$ cat config.mk
export PLATFORM = sky130hd
export DESIGN_NAME = sliding_block_window_buffer_flat
export DESIGN_NICKNAME = d
export VERILOG_FILES = /design/src/sv/sbwb_pkg.sv /design/src/sv/sbwb_ifs.sv /design/src/sv/sbwb_ctrl.sv /design/src/sv/sbwb_datapath.sv /design/src/sv/sliding_block_window_buffer.sv /design/src/flat_wrapper.sv
export VERILOG_INCLUDE_DIRS = /design/src /design/src/sv
export SDC_FILE = /design/constraint.sdc
export NUM_CORES = 2
export LEC_CHECK = 0
export ABC_CLOCK_PERIOD_IN_PS = 6150
export BUFFER_PORTS_ARGS = -buffer_cell sky130_fd_sc_hd__buf_2
export CAP_MARGIN = 30
export CORE_ASPECT_RATIO = 0.5
export CORE_MARGIN = 3
export CORE_UTILIZATION = 39
export CTS_CLUSTER_DIAMETER = 40
export DETAILED_ROUTE_END_ITERATION = 8
export PLACE_DENSITY = 0.55
export SYNTH_ARGS = -nofsm -noshare
export SYNTH_HDL_FRONTEND = slang
export SYNTH_SLANG_ARGS = --single-unit
export TNS_END_PERCENT = 10
$ cat constraint.sdc
create_clock -name clk_i -period 6.15 [get_ports clk_i]
set_input_delay 0.615 -clock clk_i [delete_from_list [all_inputs] [get_ports clk_i]]
set_output_delay 0.615 -clock clk_i [all_outputs]
set_load 0.005 [all_outputs]
$ cat src/sv/assert_macros.svh
// Assertion macros used by the top RTL file of the window buffer.
`ifndef ASSERT_MACROS_SVH
`define ASSERT_MACROS_SVH

// Clocked property check, disabled while reset is asserted.
`define SBWB_ASSERT(lbl, clk, rstn, prop) \
  lbl: assert property (@(posedge clk) disable iff (!rstn) prop) \
    else $error("sbwb assertion failed");

// Condition that must never be true.
`define SBWB_ASSERT_NEVER(lbl, clk, rstn, expr) \
  `SBWB_ASSERT(lbl, clk, rstn, !(expr))

`endif

$ cat src/sv/sbwb_pkg.sv
package sbwb_pkg;

  // Ring geometry and block number width.
  localparam int RING_DEPTH  = 16;
  localparam int NUMBER_BITS = 56;
  localparam int SLOT_W      = $clog2(RING_DEPTH);
  localparam int CNT_W       = $clog2(RING_DEPTH + 1);

  // Field widths of the request and response beats.
  localparam int OPC_W    = 1;
  localparam int REL_W    = 4;
  localparam int STATUS_W = 3;
  localparam int IDX_W    = 4;
  localparam int EVICT_W  = 5;

  // Request opcodes.
  localparam logic [OPC_W-1:0] OP_LOOKUP  = 1'b0;
  localparam logic [OPC_W-1:0] OP_RELEASE = 1'b1;

  // Response status codes.
  localparam logic [STATUS_W-1:0] ST_HIT      = 3'd0;
  localparam logic [STATUS_W-1:0] ST_ALLOC    = 3'd1;
  localparam logic [STATUS_W-1:0] ST_STALE    = 3'd2;
  localparam logic [STATUS_W-1:0] ST_RELEASED = 3'd3;
  localparam logic [STATUS_W-1:0] ST_IGNORED  = 3'd4;

  typedef logic [SLOT_W-1:0]      slot_t;
  typedef logic [CNT_W-1:0]       cnt_t;
  typedef logic [NUMBER_BITS-1:0] num_t;

  // Commands from the controller to the datapath.
  typedef struct packed {
    logic capture;
    logic search;
    logic do_release;
    logic do_ignore;
    logic set_hit;
    logic set_stale;
    logic setup_alloc;
    logic alloc_step;
    logic tidy_step;
    logic load_out;
  } cmd_t;

  // Status from the datapath to the controller.
  typedef struct packed {
    logic is_release;
    logic rel_ok;
    logic hit;
    logic stale;
    logic alloc_last;
    logic tidy_done;
    logic out_free;
  } stat_t;

  // Next slot around the ring.
  function automatic slot_t slot_inc(slot_t s);
    if (s == slot_t'(RING_DEPTH - 1)) begin
      return '0;
    end
    return s + slot_t'(1);
  endfunction

  // Slot that lies c places after s around the ring, with c at most RING_DEPTH.
  function automatic slot_t slot_add(slot_t s, cnt_t c);
    logic [CNT_W:0] sum;
    sum = (CNT_W + 1)'(s) + (CNT_W + 1)'(c);
    if (sum >= (CNT_W + 1)'(RING_DEPTH)) begin
      sum = sum - (CNT_W + 1)'(RING_DEPTH);
    end
    return slot_t'(sum);
  endfunction

endpackage

$ cat src/sv/sbwb_ifs.sv
// Request channel: one lookup or release per beat.
interface sbwb_req_if;
  logic                             valid;
  logic                             ready;
  logic [sbwb_pkg::OPC_W-1:0]       opcode;
  logic [sbwb_pkg::NUMBER_BITS-1:0] block_number;
  logic [sbwb_pkg::REL_W-1:0]       release_slot;

  modport source (output valid, opcode, block_number, release_slot, input ready);
  modport sink   (input valid, opcode, block_number, release_slot, output ready);
endinterface

// Response channel: one result per request beat.
interface sbwb_rsp_if;
  logic                          valid;
  logic                          ready;
  logic [sbwb_pkg::STATUS_W-1:0] status;
  logic [sbwb_pkg::IDX_W-1:0]    slot_index;
  logic [sbwb_pkg::EVICT_W-1:0]  evicted_count;

  modport source (output valid, status, slot_index, evicted_count, input ready);
  modport sink   (input valid, status, slot_index, evicted_count, output ready);
endinterface

$ cat src/sv/sbwb_ctrl.sv
module sbwb_ctrl (
  input  logic            clk_i,
  input  logic            rst_ni,
  input  logic            in_valid_i,
  output logic            in_ready_o,
  input  sbwb_pkg::stat_t stat_i,
  output sbwb_pkg::cmd_t  cmd_o
);

  localparam logic [2:0] S_IDLE   = 3'd0;
  localparam logic [2:0] S_LOOK   = 3'd1;
  localparam logic [2:0] S_DECIDE = 3'd2;
  localparam logic [2:0] S_ALLOC  = 3'd3;
  localparam logic [2:0] S_TIDY   = 3'd4;
  localparam logic [2:0] S_DONE   = 3'd5;

  logic [2:0] state_q, state_d;

  assign in_ready_o = (state_q == S_IDLE);

  // Sequencing of one request through search, allocation and head cleanup.
  always_comb begin
    cmd_o   = '0;
    state_d = state_q;
    case (state_q)
      S_IDLE: begin
        if (in_valid_i) begin
          cmd_o.capture = 1'b1;
          state_d       = S_LOOK;
        end
      end
      S_LOOK: begin
        if (stat_i.is_release) begin
          if (stat_i.rel_ok) begin
            cmd_o.do_release = 1'b1;
            state_d          = S_TIDY;
          end else begin
            cmd_o.do_ignore = 1'b1;
            state_d         = S_DONE;
          end
        end else begin
          cmd_o.search = 1'b1;
          state_d      = S_DECIDE;
        end
      end
      S_DECIDE: begin
        if (stat_i.hit) begin
          cmd_o.set_hit = 1'b1;
          state_d       = S_DONE;
        end else if (stat_i.stale) begin
          cmd_o.set_stale = 1'b1;
          state_d         = S_DONE;
        end else begin
          cmd_o.setup_alloc = 1'b1;
          state_d           = S_ALLOC;
        end
      end
      S_ALLOC: begin
        cmd_o.alloc_step = 1'b1;
        if (stat_i.alloc_last) begin
          state_d = S_TIDY;
        end
      end
      S_TIDY: begin
        if (stat_i.tidy_done) begin
          state_d = S_DONE;
        end else begin
          cmd_o.tidy_step = 1'b1;
        end
      end
      S_DONE: begin
        if (stat_i.out_free) begin
          cmd_o.load_out = 1'b1;
          state_d        = S_IDLE;
        end
      end
      default: begin
        state_d = S_IDLE;
      end
    endcase
  end

  // State register.
  always_ff @(posedge clk_i or negedge rst_ni) begin
    if (!rst_ni) begin
      state_q <= S_IDLE;
    end else begin
      state_q <= state_d;
    end
  end

endmodule

$ cat src/sv/sbwb_datapath.sv
module sbwb_datapath (
  input  logic                             clk_i,
  input  logic                             rst_ni,
  input  sbwb_pkg::cmd_t                   cmd_i,
  output sbwb_pkg::stat_t                  stat_o,
  input  logic [sbwb_pkg::OPC_W-1:0]       opcode_i,
  input  logic [sbwb_pkg::NUMBER_BITS-1:0] block_number_i,
  input  logic [sbwb_pkg::REL_W-1:0]       release_slot_i,
  output logic                             out_valid_o,
  input  logic                             out_ready_i,
  output logic [sbwb_pkg::STATUS_W-1:0]    status_o,
  output logic [sbwb_pkg::IDX_W-1:0]       slot_index_o,
  output logic [sbwb_pkg::EVICT_W-1:0]     evicted_count_o
);

  localparam int NB = sbwb_pkg::NUMBER_BITS;
  localparam int RD = sbwb_pkg::RING_DEPTH;

  // Ring state.
  sbwb_pkg::num_t  tag_q [RD];
  logic [RD-1:0]   valid_q;
  sbwb_pkg::slot_t head_q;
  sbwb_pkg::cnt_t  count_q;
  sbwb_pkg::num_t  newest_q;
  logic            known_q;

  // Working registers of the current request.
  logic [sbwb_pkg::OPC_W-1:0]    opcode_q;
  sbwb_pkg::num_t                num_q;
  logic [sbwb_pkg::REL_W-1:0]    rel_q;
  logic [RD-1:0]                 match_q;
  sbwb_pkg::num_t                diff_q;
  logic                          stale_q;
  sbwb_pkg::cnt_t                rem_q;
  sbwb_pkg::slot_t               wptr_q;
  sbwb_pkg::num_t                wtag_q;
  sbwb_pkg::cnt_t                evict_q;
  logic [sbwb_pkg::STATUS_W-1:0] status_q;
  sbwb_pkg::slot_t               slot_q;

  // Output register.
  logic                          out_valid_q;
  logic [sbwb_pkg::STATUS_W-1:0] out_status_q;
  logic [sbwb_pkg::IDX_W-1:0]    out_slot_q;
  logic [sbwb_pkg::EVICT_W-1:0]  out_evict_q;

  logic [RD-1:0]   match_d;
  logic [NB:0]     sub;
  logic            stale_d;
  sbwb_pkg::slot_t hit_idx;
  sbwb_pkg::cnt_t  k;
  sbwb_pkg::num_t  start;
  sbwb_pkg::slot_t tail;
  sbwb_pkg::slot_t rel_slot;
  sbwb_pkg::cnt_t  count_dec;
  logic            full;
  logic            rel_ok;

  // Parallel tag compare over every slot; valid tags are unique.
  always_comb begin
    for (int i = 0; i < RD; i++) begin
      match_d[i] = valid_q[i] && (tag_q[i] == num_q);
    end
  end

  // Distance from the newest number; the borrow marks an older number.
  assign sub     = {1'b0, num_q} - {1'b0, newest_q};
  assign stale_d = known_q && (sub[NB] || (sub[NB-1:0] == '0));

  // Index of the single matching slot.
  always_comb begin
    hit_idx = '0;
    for (int i = 0; i < RD; i++) begin
      if (match_q[i]) begin
        hit_idx = hit_idx | sbwb_pkg::slot_t'(i);
      end
    end
  end

  // Allocation length, first number and first slot.
  always_comb begin
    if (!known_q) begin
      k = sbwb_pkg::cnt_t'(1);
    end else if (diff_q > sbwb_pkg::num_t'(RD)) begin
      k = sbwb_pkg::cnt_t'(RD);
    end else begin
      k = sbwb_pkg::cnt_t'(diff_q);
    end
  end

  assign start     = num_q - sbwb_pkg::num_t'(k) + sbwb_pkg::num_t'(1);
  assign tail      = sbwb_pkg::slot_add(head_q, count_q);
  assign full      = (count_q == sbwb_pkg::cnt_t'(RD));
  assign count_dec = count_q - sbwb_pkg::cnt_t'(1);
  assign rel_slot  = sbwb_pkg::slot_t'(rel_q);
  assign rel_ok    = (32'(rel_q) < RD) && valid_q[rel_slot];

  // Status toward the controller.
  always_comb begin
    stat_o            = '0;
    stat_o.is_release = (opcode_q == sbwb_pkg::OP_RELEASE);
    stat_o.rel_ok     = rel_ok;
    stat_o.hit        = |match_q;
    stat_o.stale      = stale_q;
    stat_o.alloc_last = (rem_q == sbwb_pkg::cnt_t'(1));
    stat_o.tidy_done  = (count_q == '0) || valid_q[head_q];
    stat_o.out_free   = !out_valid_q || out_ready_i;
  end

  // Ring control state: valid bits, head, occupancy, newest number and output valid.
  always_ff @(posedge clk_i or negedge rst_ni) begin
    if (!rst_ni) begin
      valid_q     <= '0;
      head_q      <= '0;
      count_q     <= '0;
      newest_q    <= '0;
      known_q     <= 1'b0;
      out_valid_q <= 1'b0;
    end else begin
      if (cmd_i.do_release) begin
        valid_q[rel_slot] <= 1'b0;
      end
      if (cmd_i.setup_alloc) begin
        newest_q <= num_q;
        known_q  <= 1'b1;
      end
      if (cmd_i.alloc_step) begin
        valid_q[wptr_q] <= 1'b1;
        if (full) begin
          head_q <= sbwb_pkg::slot_inc(head_q);
        end else begin
          count_q <= count_q + sbwb_pkg::cnt_t'(1);
        end
      end
      if (cmd_i.tidy_step) begin
        count_q <= count_dec;
        if (count_dec != '0) begin
          head_q <= sbwb_pkg::slot_inc(head_q);
        end
      end
      if (cmd_i.load_out) begin
        out_valid_q <= 1'b1;
      end else if (out_ready_i) begin
        out_valid_q <= 1'b0;
      end
    end
  end

  // Tags, working registers and response payload.
  always_ff @(posedge clk_i) begin
    if (cmd_i.capture) begin
      opcode_q <= opcode_i;
      num_q    <= block_number_i;
      rel_q    <= release_slot_i;
      slot_q   <= '0;
      evict_q  <= '0;
    end
    if (cmd_i.do_release) begin
      status_q <= sbwb_pkg::ST_RELEASED;
    end
    if (cmd_i.do_ignore) begin
      status_q <= sbwb_pkg::ST_IGNORED;
    end
    if (cmd_i.search) begin
      match_q <= match_d;
      diff_q  <= sub[NB-1:0];
      stale_q <= stale_d;
    end
    if (cmd_i.set_hit) begin
      status_q <= sbwb_pkg::ST_HIT;
      slot_q   <= hit_idx;
    end
    if (cmd_i.set_stale) begin
      status_q <= sbwb_pkg::ST_STALE;
    end
    if (cmd_i.setup_alloc) begin
      status_q <= sbwb_pkg::ST_ALLOC;
      rem_q    <= k;
      wptr_q   <= tail;
      wtag_q   <= start;
    end
    if (cmd_i.alloc_step) begin
      tag_q[wptr_q] <= wtag_q;
      wtag_q        <= wtag_q + sbwb_pkg::num_t'(1);
      wptr_q        <= sbwb_pkg::slot_inc(wptr_q);
      rem_q         <= rem_q - sbwb_pkg::cnt_t'(1);
      slot_q        <= wptr_q;
      if (valid_q[wptr_q]) begin
        evict_q <= evict_q + sbwb_pkg::cnt_t'(1);
      end
    end
    if (cmd_i.load_out) begin
      out_status_q <= status_q;
      out_slot_q   <= sbwb_pkg::IDX_W'(slot_q);
      out_evict_q  <= sbwb_pkg::EVICT_W'(evict_q);
    end
  end

  assign out_valid_o     = out_valid_q;
  assign status_o        = out_status_q;
  assign slot_index_o    = out_slot_q;
  assign evicted_count_o = out_evict_q;

endmodule

$ cat src/sv/sliding_block_window_buffer.sv
// Sliding block window buffer: a ring of 16 slots holding consecutive block
// numbers. A lookup beat returns the slot of a known block, rejects a number at
// or below the newest one as stale, or allocates the missing numbers up to the
// requested one at the tail, evicting and counting valid blocks it overwrites.
// A release beat clears a slot and moves the head past cleared slots. One
// request is handled at a time by a controller stepping a single write port
// and a single head pointer: a lookup is searched and then decided, an
// allocation writes one block per step, and a valid release or an allocation
// then steps the head past the empty slots at the front. Results sit in an
// output register, so a request may be taken while the previous response
// still waits.
`include "assert_macros.svh"

module sliding_block_window_buffer (
  input  logic       clk_i,
  input  logic       rst_ni,
  sbwb_req_if.sink   in_i,
  sbwb_rsp_if.source out_o
);

  sbwb_pkg::cmd_t  cmd;
  sbwb_pkg::stat_t stat;

  // Request sequencer.
  sbwb_ctrl u_ctrl (
    .clk_i      (clk_i),
    .rst_ni     (rst_ni),
    .in_valid_i (in_i.valid),
    .in_ready_o (in_i.ready),
    .stat_i     (stat),
    .cmd_o      (cmd)
  );

  // Slot ring, compare logic and response register.
  sbwb_datapath u_datapath (
    .clk_i           (clk_i),
    .rst_ni          (rst_ni),
    .cmd_i           (cmd),
    .stat_o          (stat),
    .opcode_i        (in_i.opcode),
    .block_number_i  (in_i.block_number),
    .release_slot_i  (in_i.release_slot),
    .out_valid_o     (out_o.valid),
    .out_ready_i     (out_o.ready),
    .status_o        (out_o.status),
    .slot_index_o    (out_o.slot_index),
    .evicted_count_o (out_o.evicted_count)
  );

  // A new request is never taken while ring updates are in progress.
  `SBWB_ASSERT_NEVER(a_ready_while_busy, clk_i, rst_ni, in_i.ready && (cmd.alloc_step || cmd.tidy_step))

  // In the cycle after a request beat the block is busy.
  `SBWB_ASSERT(a_busy_after_accept, clk_i, rst_ni, (in_i.valid && in_i.ready) |=> !in_i.ready)

  // A response is only loaded when the output register can take it.
  `SBWB_ASSERT(a_load_when_free, clk_i, rst_ni, cmd.load_out |-> (!out_o.valid || out_o.ready))

endmodule

$ cat src/flat_wrapper.sv
// flat-port wrapper written by rule: the top's interface ports become plain ports
module sliding_block_window_buffer_flat 
  (clk_i, rst_ni, in_i_valid, in_i_opcode, in_i_block_number, in_i_release_slot, in_i_ready, out_o_valid, out_o_status, out_o_slot_index, out_o_evicted_count, out_o_ready);
  sbwb_req_if in_i_i ();
  sbwb_rsp_if out_o_i ();
  input  logic clk_i;
  input  logic rst_ni;
  input wire logic [$bits(in_i_i.valid)-1:0] in_i_valid;
  input wire logic [$bits(in_i_i.opcode)-1:0] in_i_opcode;
  input wire logic [$bits(in_i_i.block_number)-1:0] in_i_block_number;
  input wire logic [$bits(in_i_i.release_slot)-1:0] in_i_release_slot;
  output wire logic [$bits(in_i_i.ready)-1:0] in_i_ready;
  output wire logic [$bits(out_o_i.valid)-1:0] out_o_valid;
  output wire logic [$bits(out_o_i.status)-1:0] out_o_status;
  output wire logic [$bits(out_o_i.slot_index)-1:0] out_o_slot_index;
  output wire logic [$bits(out_o_i.evicted_count)-1:0] out_o_evicted_count;
  input wire logic [$bits(out_o_i.ready)-1:0] out_o_ready;
  assign in_i_i.valid = in_i_valid;
  assign in_i_i.opcode = in_i_opcode;
  assign in_i_i.block_number = in_i_block_number;
  assign in_i_i.release_slot = in_i_release_slot;
  assign in_i_ready = in_i_i.ready;
  assign out_o_valid = out_o_i.valid;
  assign out_o_status = out_o_i.status;
  assign out_o_slot_index = out_o_i.slot_index;
  assign out_o_evicted_count = out_o_i.evicted_count;
  assign out_o_i.ready = out_o_ready;
  sliding_block_window_buffer u_core (.clk_i(clk_i), .rst_ni(rst_ni), .in_i(in_i_i), .out_o(out_o_i));
endmodule
### Word-level counts from Yosys, hierarchy flattened

Memories as Yosys holds them, arrays and structs flattened.
Index checks and enable logic that the tools add are counted.
Widths: inputs -> output; s select.

* output and inout port bits: 14
* memories: 1
* RAM bits: 896
* bits in registers: 309
* logic and storage cells: 208

* $lt $le $gt $ge: 7
* reduce and logical (&&, ||, !) cells: 37
* muxes and demuxes: 95
* eq/ne operators: 30
* $add $sub $neg: 12
* bitwise operators: 3

Memory list
* u_core.u_datapath.tag_q: words 16, bits a word 56, read ports 16, clocked after Yosys merged registers in 0, write ports 1, line sbwb_datapath.sv:20 `sbwb_pkg::num_t tag_q [RD];`

Operators by type and width (count)
* $eq 56x56->1: 16
* $add 56x1->56 const B: 2
* $mux 56: 2
* $mux 4: 23
* $sub 56x56->57: 1
* $gt 56x5->1 const B: 1
* $logic_not 56->1: 1
* $sub 56x5->56: 1
* $mux 5: 10
* $mux 3: 15
* $mux 16: 2
* $mux 1: 31
* $logic_and 1x1->1: 19
* $pmux 3 s6: 1
* $and 16x16->16: 1
* $not 16->16: 1
* $or 16x16->16: 1
* $reduce_or 16->1: 1
* $lt 4x5->1 const B: 3
* $bmux 1 s4: 3
* $mux 2: 6
* $add 5x1->5 const B: 2
* $sub 5x1->5 const B: 2
* $add 4x1->4 const B: 2
* 24 further kinds: 37

### Logic depth before layout (Yosys ltp)

* word-level depth: 17
* depth in mapped cells: 23
* depth with buffers taken out: 23

### Modules after synthesis

Synthesis repeated with hierarchy kept, for this count alone.

* cell total of the unflattened synthesis: 4257
* area total of the unflattened synthesis: 56648.1 um2

Modules (own cells, without submodules)
* sbwb_datapath: area an instance 56344.0 um2, times used 1, cells an instance 4220
* sbwb_ctrl: area an instance 304.0 um2, times used 1, cells an instance 37

### Worst setup path before layout

No wires, ideal clock.

* path kind: register -> register
* start: reg u_core.u_ctrl.state_q[2]
* end: reg u_core.u_datapath.diff_q[0] (enable)
* path slack: -148 ps
* required time: 5555 ps
* library setup time: 595 ps
* cell stages (with the launch flop): 4
* data arrival time: 5702 ps
* cell sequence: dfrtp_1 clkbuf_1 nand2b_1 nor3_1

RTL lines
* from (decl): line sbwb_ctrl.sv:17 `logic [2:0] state_q, state_d;`
* from (signal assigned): line sbwb_ctrl.sv:88 `state_q <= state_d;`
* to (signal assigned): line sbwb_datapath.sv:166 `diff_q <= sub[NB-1:0];`
* to (decl): line sbwb_datapath.sv:32 `sbwb_pkg::num_t diff_q;`

### Final worst setup path

* start: reg u_core.u_datapath.diff_q[53]
* end: reg u_core.u_datapath.wtag_q[53] (data pin)

* cells in the longest elaborated chain, start to end: 7

Ends and longest elaborated chain
* $gt 56x5->1: line sbwb_datapath.sv:84 `end else if (diff_q > sbwb_pkg::num_t'(RD)) begin`
* $mux 5: line sbwb_datapath.sv:84
* $mux 5: line sbwb_datapath.sv:82 `if (!known_q) begin`
* $sub 56x5->56: line sbwb_datapath.sv:91 `assign start = num_q - sbwb_pkg::num_t'(k) + sbwb_pkg::num_t'(1);`
* $add 56x1->56: line sbwb_datapath.sv:91
* $mux 56: line sbwb_datapath.sv:176 `if (cmd_i.setup_alloc) begin`
* $mux 56: line sbwb_datapath.sv:182 `if (cmd_i.alloc_step) begin`
* to (signal assigned): line sbwb_datapath.sv:180 `wtag_q <= start;`
* to (signal assigned): line sbwb_datapath.sv:184 `wtag_q <= wtag_q + sbwb_pkg::num_t'(1);`
* to (decl): line sbwb_datapath.sv:36 `sbwb_pkg::num_t wtag_q;`

No other way between the ends. The select of a mux whose other input is x is not followed.
A chain may end at the register's enable or synchronous reset.

==> run metrics <==
first-pass iteration count of the detailed router=6; detailed-route via count=between 40,000 and 50,000; net count of the mapped netlist=between 4,000 and 5,000; post-DR wirelength/cell=~35 µm; antenna violations before repair=27; vias per std cell=approximately 6.2; Post-Route Utilization=45.97%; PwrDens=between 300 and 400 nW/µm²; most frequent standard cell in the layout excluding fill and tap cells=sky130_fd_sc_hd__edfxtp_1; Crit path arrival time=about 6.4 ns; final instance area=around 65,000 µm²; post-synth top area cell=sky130_fd_sc_hd__edfxtp_1; peak supply drop=around 0.00022 V; number of instances in the synthesized netlist=around 4,200; Final Routed Wirelength=230,700 µm; core region area=around 140,000 µm²; top cells by area in the synthesized netlist=sky130_fd_sc_hd__edfxtp_1, sky130_fd_sc_hd__xor2_1, sky130_fd_sc_hd__xnor2_1; Synthesis Warnings=0; Port Buf Inserts=78; Max Cap Viol=0; path class of the lowest-slack min-delay path=primary input to flop; vias in the first global route=37,370; setup total negative slack=0 ns; die area=149,300 µm²; combinational fraction of design power=between 20% and 30%; top library cells by usage in the layout, fill and taps aside=sky130_fd_sc_hd__edfxtp_1, sky130_fd_sc_hd__xor2_1, sky130_fd_sc_hd__xnor2_1, sky130_fd_sc_hd__nand2_1, sky130_fd_sc_hd__buf_4; post-synth design cell area=~56,000 µm²; Cells after DPL=around 6,200; remaining routing DRC violations=0; Final Hold Violating Endpoints=0; aggregate global-route resource usage=30.43%; unrepaired setup endpoints after global routing=no; maximum buffer depth of the clock tree=3; Clk network pwr share=between 30% and 40%; Remaining Overflow, GRT=0; status=completed; fraction of final layout cells with drive strength greater than 1=roughly an eighth; leakage=between 20 and 25 nW; number of enable-type register cells in the synthesized netlist=about 1,100; synth-to-layout area growth=15.58%; Worst path top cell family by delay=compound AO/OA/AOI/OAI gates; number of pins with negative max-slew slack in the final report=0; kind of capture point of the worst setup path=flop; CP Buf/Inv Count=4; Final min period=between 5 and 6 ns; PnR worst setup slack=between 0.3 and 0.4 ns; switching share of total power=approximately 34%; slowest cell on the critical path=sky130_fd_sc_hd__a2111oi_0; final cell count without fillers=6,541; Pwr Total=approximately 25 mW; final clock skew=approximately 0.047 ns; number of rows in the core area=97; fmax=approximately 170 MHz; portion of synthesized cell area occupied by the leading cell type=a little under 60%; Worst Path Required=about 6.7 ns; number of synthesized register bits=roughly 1,200; Internal=approximately 16 mW; slew of the pin with the lowest slew margin=~1.2 ns; number of library cell types mapped by synthesis=between 70 and 80; global placement routability congestion=roughly 0.95; first-pass GRT wire length=around 310,000 µm; delay of the slowest cell on the worst path=around 0.37 ns; worst setup timing slack at the placement stage=0.1959 ns; Root Driver=sky130_fd_sc_hd__clkbuf_16; half-perimeter wire length after detailed placement=~150,000 µm; worst hold-check slack=~0.049 ns; initial drt markers=7,027; Async S/R FF share, synth=roughly 7%; clock tree from TritonCTS=yes; TritonCTS Buffers=136; DIE WIDTH=543.5 µm; synthesized area divided by synthesized cell count=~13 µm²; sequential share of the synthesized area=63.33%; instance area after placement=between 60,000 and 70,000 µm²; Setup Viol. Count Final=0; pin count of the biggest net entering global routing=76; postcts setup bufs=0; number of ports placed on the die boundary=between 70 and 80; Seq pwr share=slightly above 40%; highest net fanout along the worst path=3; most used flip-flop cell after synthesis=sky130_fd_sc_hd__edfxtp_1; Crit Path Category=flop to flop; tightest slew margin relative to the limit=a little under a fifth; Final ANT Viol Nets=0; number of nets at the end of the flow=about 4,700; ratio of final minimum period to clock period=between 90% and 100%; clock input transition at the sequential cells of the worst setup and hold paths=~0.060 ns; chip height=about 270 µm; number of sinks driven by the clock tree=around 1,200; clock latency at the later pin of the worst-skew pair=roughly 0.80 ns; level count of the clock H-tree=4; Switching Power=8.619 mW; nature of the critical path startpoint=flop; starting density of the core=approximately 40%
sequential cells by signal, summed over array words and instances, names as in the netlist, 4 cells and up:
name,cells
u_core.u_datapath.diff_q,56
u_core.u_datapath.rel_q,4
u_core.u_datapath.slot_index_o,4
u_core.u_datapath.tag_q,896
u_core.u_datapath.match_q,16
u_core.u_datapath.head_q,4
u_core.u_datapath.count_q,5
u_core.u_datapath.rem_q,5
u_core.u_datapath.evict_q,5
u_core.u_datapath.newest_q,56
u_core.u_datapath.wtag_q,56
u_core.u_datapath.wptr_q,4
u_core.u_datapath.num_q,56
u_core.u_datapath.valid_q,16
u_core.u_datapath.evicted_count_o,5
u_core.u_datapath.slot_q,4
cell usage after synthesis (all sizes together), types with 15 or more instances:
cell type and n:
xor2 480, xnor2 388, and3 26, o21ai 190
nand4 142, nand2b 38, dfrtp 86, nor4 155
a21oi 156, and2 22, or4 18, nand3 59
a21o 72, a22oi 29, nor2 128, o21bai 20
o22ai 55, inv 184, o221ai 20, buf 36
mux4 15, edfxtp 1111, o2bb2ai 25, nor3 57
clkbuf 146, a221oi 39, ha 130, nor2b 19
nand2 214
what timing repair did:
action                                  CTS  global route
hold buffers                             46             0
resized for setup                         0             5
endpoints found under the setup margin    0             4
hold endpoints to repair                 74             0
per-layer routing:
| layer | vias up | global-route usage (%) | part of all wire, % | wire length [µm] |
|---|---|---|---|---|
| met4 | 4 | 11.53 | 4.3 | 9908 |
| met3 | 474 | 9.169 | 14 | 33270 |
| li1 | 16440 | - | - | - |
| met5 | - | 0 | 0.012 | 27 |
| met2 | 2812 | 43.28 | 41 | 93850 |
| met1 | 20640 | 43.57 | 41 | 93680 |
worst register-to-register path, stage by stage (launching register included):
cell	delay, ns
sky130_fd_sc_hd__edfxtp_1	0.36
sky130_fd_sc_hd__nor4_1	0.32
sky130_fd_sc_hd__nand4_1	0.25
sky130_fd_sc_hd__nor4_2	0.33
sky130_fd_sc_hd__buf_4	0.17
sky130_fd_sc_hd__and3_1	0.18
sky130_fd_sc_hd__and2_1	0.17
sky130_fd_sc_hd__ha_1	0.12
sky130_fd_sc_hd__inv_1	0.04
sky130_fd_sc_hd__ha_1	0.20
sky130_fd_sc_hd__inv_1	0.07
sky130_fd_sc_hd__fa_1	0.20
sky130_fd_sc_hd__nor2b_1	0.06
sky130_fd_sc_hd__o21ai_0	0.26
sky130_fd_sc_hd__a21boi_0	0.13
sky130_fd_sc_hd__buf_4	0.21
sky130_fd_sc_hd__o21ai_0	0.33
sky130_fd_sc_hd__nand3b_1	0.21
sky130_fd_sc_hd__a41oi_1	0.30
sky130_fd_sc_hd__o21ai_1	0.12
sky130_fd_sc_hd__a31o_2	0.30
sky130_fd_sc_hd__a21oi_1	0.34
sky130_fd_sc_hd__o21a_1	0.24
sky130_fd_sc_hd__nor2_1	0.08
sky130_fd_sc_hd__a2111oi_0	0.37
sky130_fd_sc_hd__and3b_1	0.22
cells by family after synthesis:
| family | synth area share, % |
|---|---|
| AO/OA/AOI/OAI | 8.403 |
| XOR/XNOR | 13.50 |
| flip-flops | 63.33 |
| adder cells (fa/ha/maj) | 2.994 |
| AND/OR/NAND/NOR | 8.563 |
| buffers and inverters | 2.497 |
| multiplexers | 0.7108 |
power by group through the flow:
stage / sequential (mW) / combinational (mW) / clock, mW
2_1_floorplan: 10.3 / 3.37 / 0
3_3_place_gp: 10.4 / 6.22 / 0
3_5_place_dp: 10.4 / 6.24 / 0
4_1_cts: 10.2 / 6.30 / 8.34
5_1_grt: 10.3 / 6.79 / 8.68
6_report: 10.2 / 6.53 / 8.30
path summary, 6_finish.rpt:
path | slack (ns) | cells after the start | start | end
max | 0.32 | 25 | u_core.u_datapath.diff_q[53] | u_core.u_datapath.wtag_q[53]
min reg2reg | 0.44 | 0 | u_core.u_datapath.slot_q[2] | u_core.u_datapath.slot_index_o[2]
max in group asynchronous | 4.47 | 3 | rst_ni | u_core.u_datapath.valid_q[14]
max reg2reg | 0.32 | 25 | u_core.u_datapath.diff_q[53] | u_core.u_datapath.wtag_q[53]
min in group asynchronous | 0.37 | 2 | rst_ni | u_core.u_datapath.newest_q[13]
min | 0.05 | 1 | in_i_block_number[19] | u_core.u_datapath.num_q[19]
layout make-up:
| cell class | count | area, µm² |
|---|---|---|
| Tap cell | 1881 | 2354 |
| Sequential cell | 1205 | 35670 |
| Multi-Input combinational cell | 2667 | 19310 |
| Clock buffer | 159 | 3562 |
| Fill cell | 12610 | 76530 |
| Clock inverter | 91 | 944.7 |
| Antenna cell | 13 | 32.53 |
| Timing Repair Buffer | 335 | 2510 |
| Inverter | 190 | 713.2 |
(Power assumes the default switching activity.)
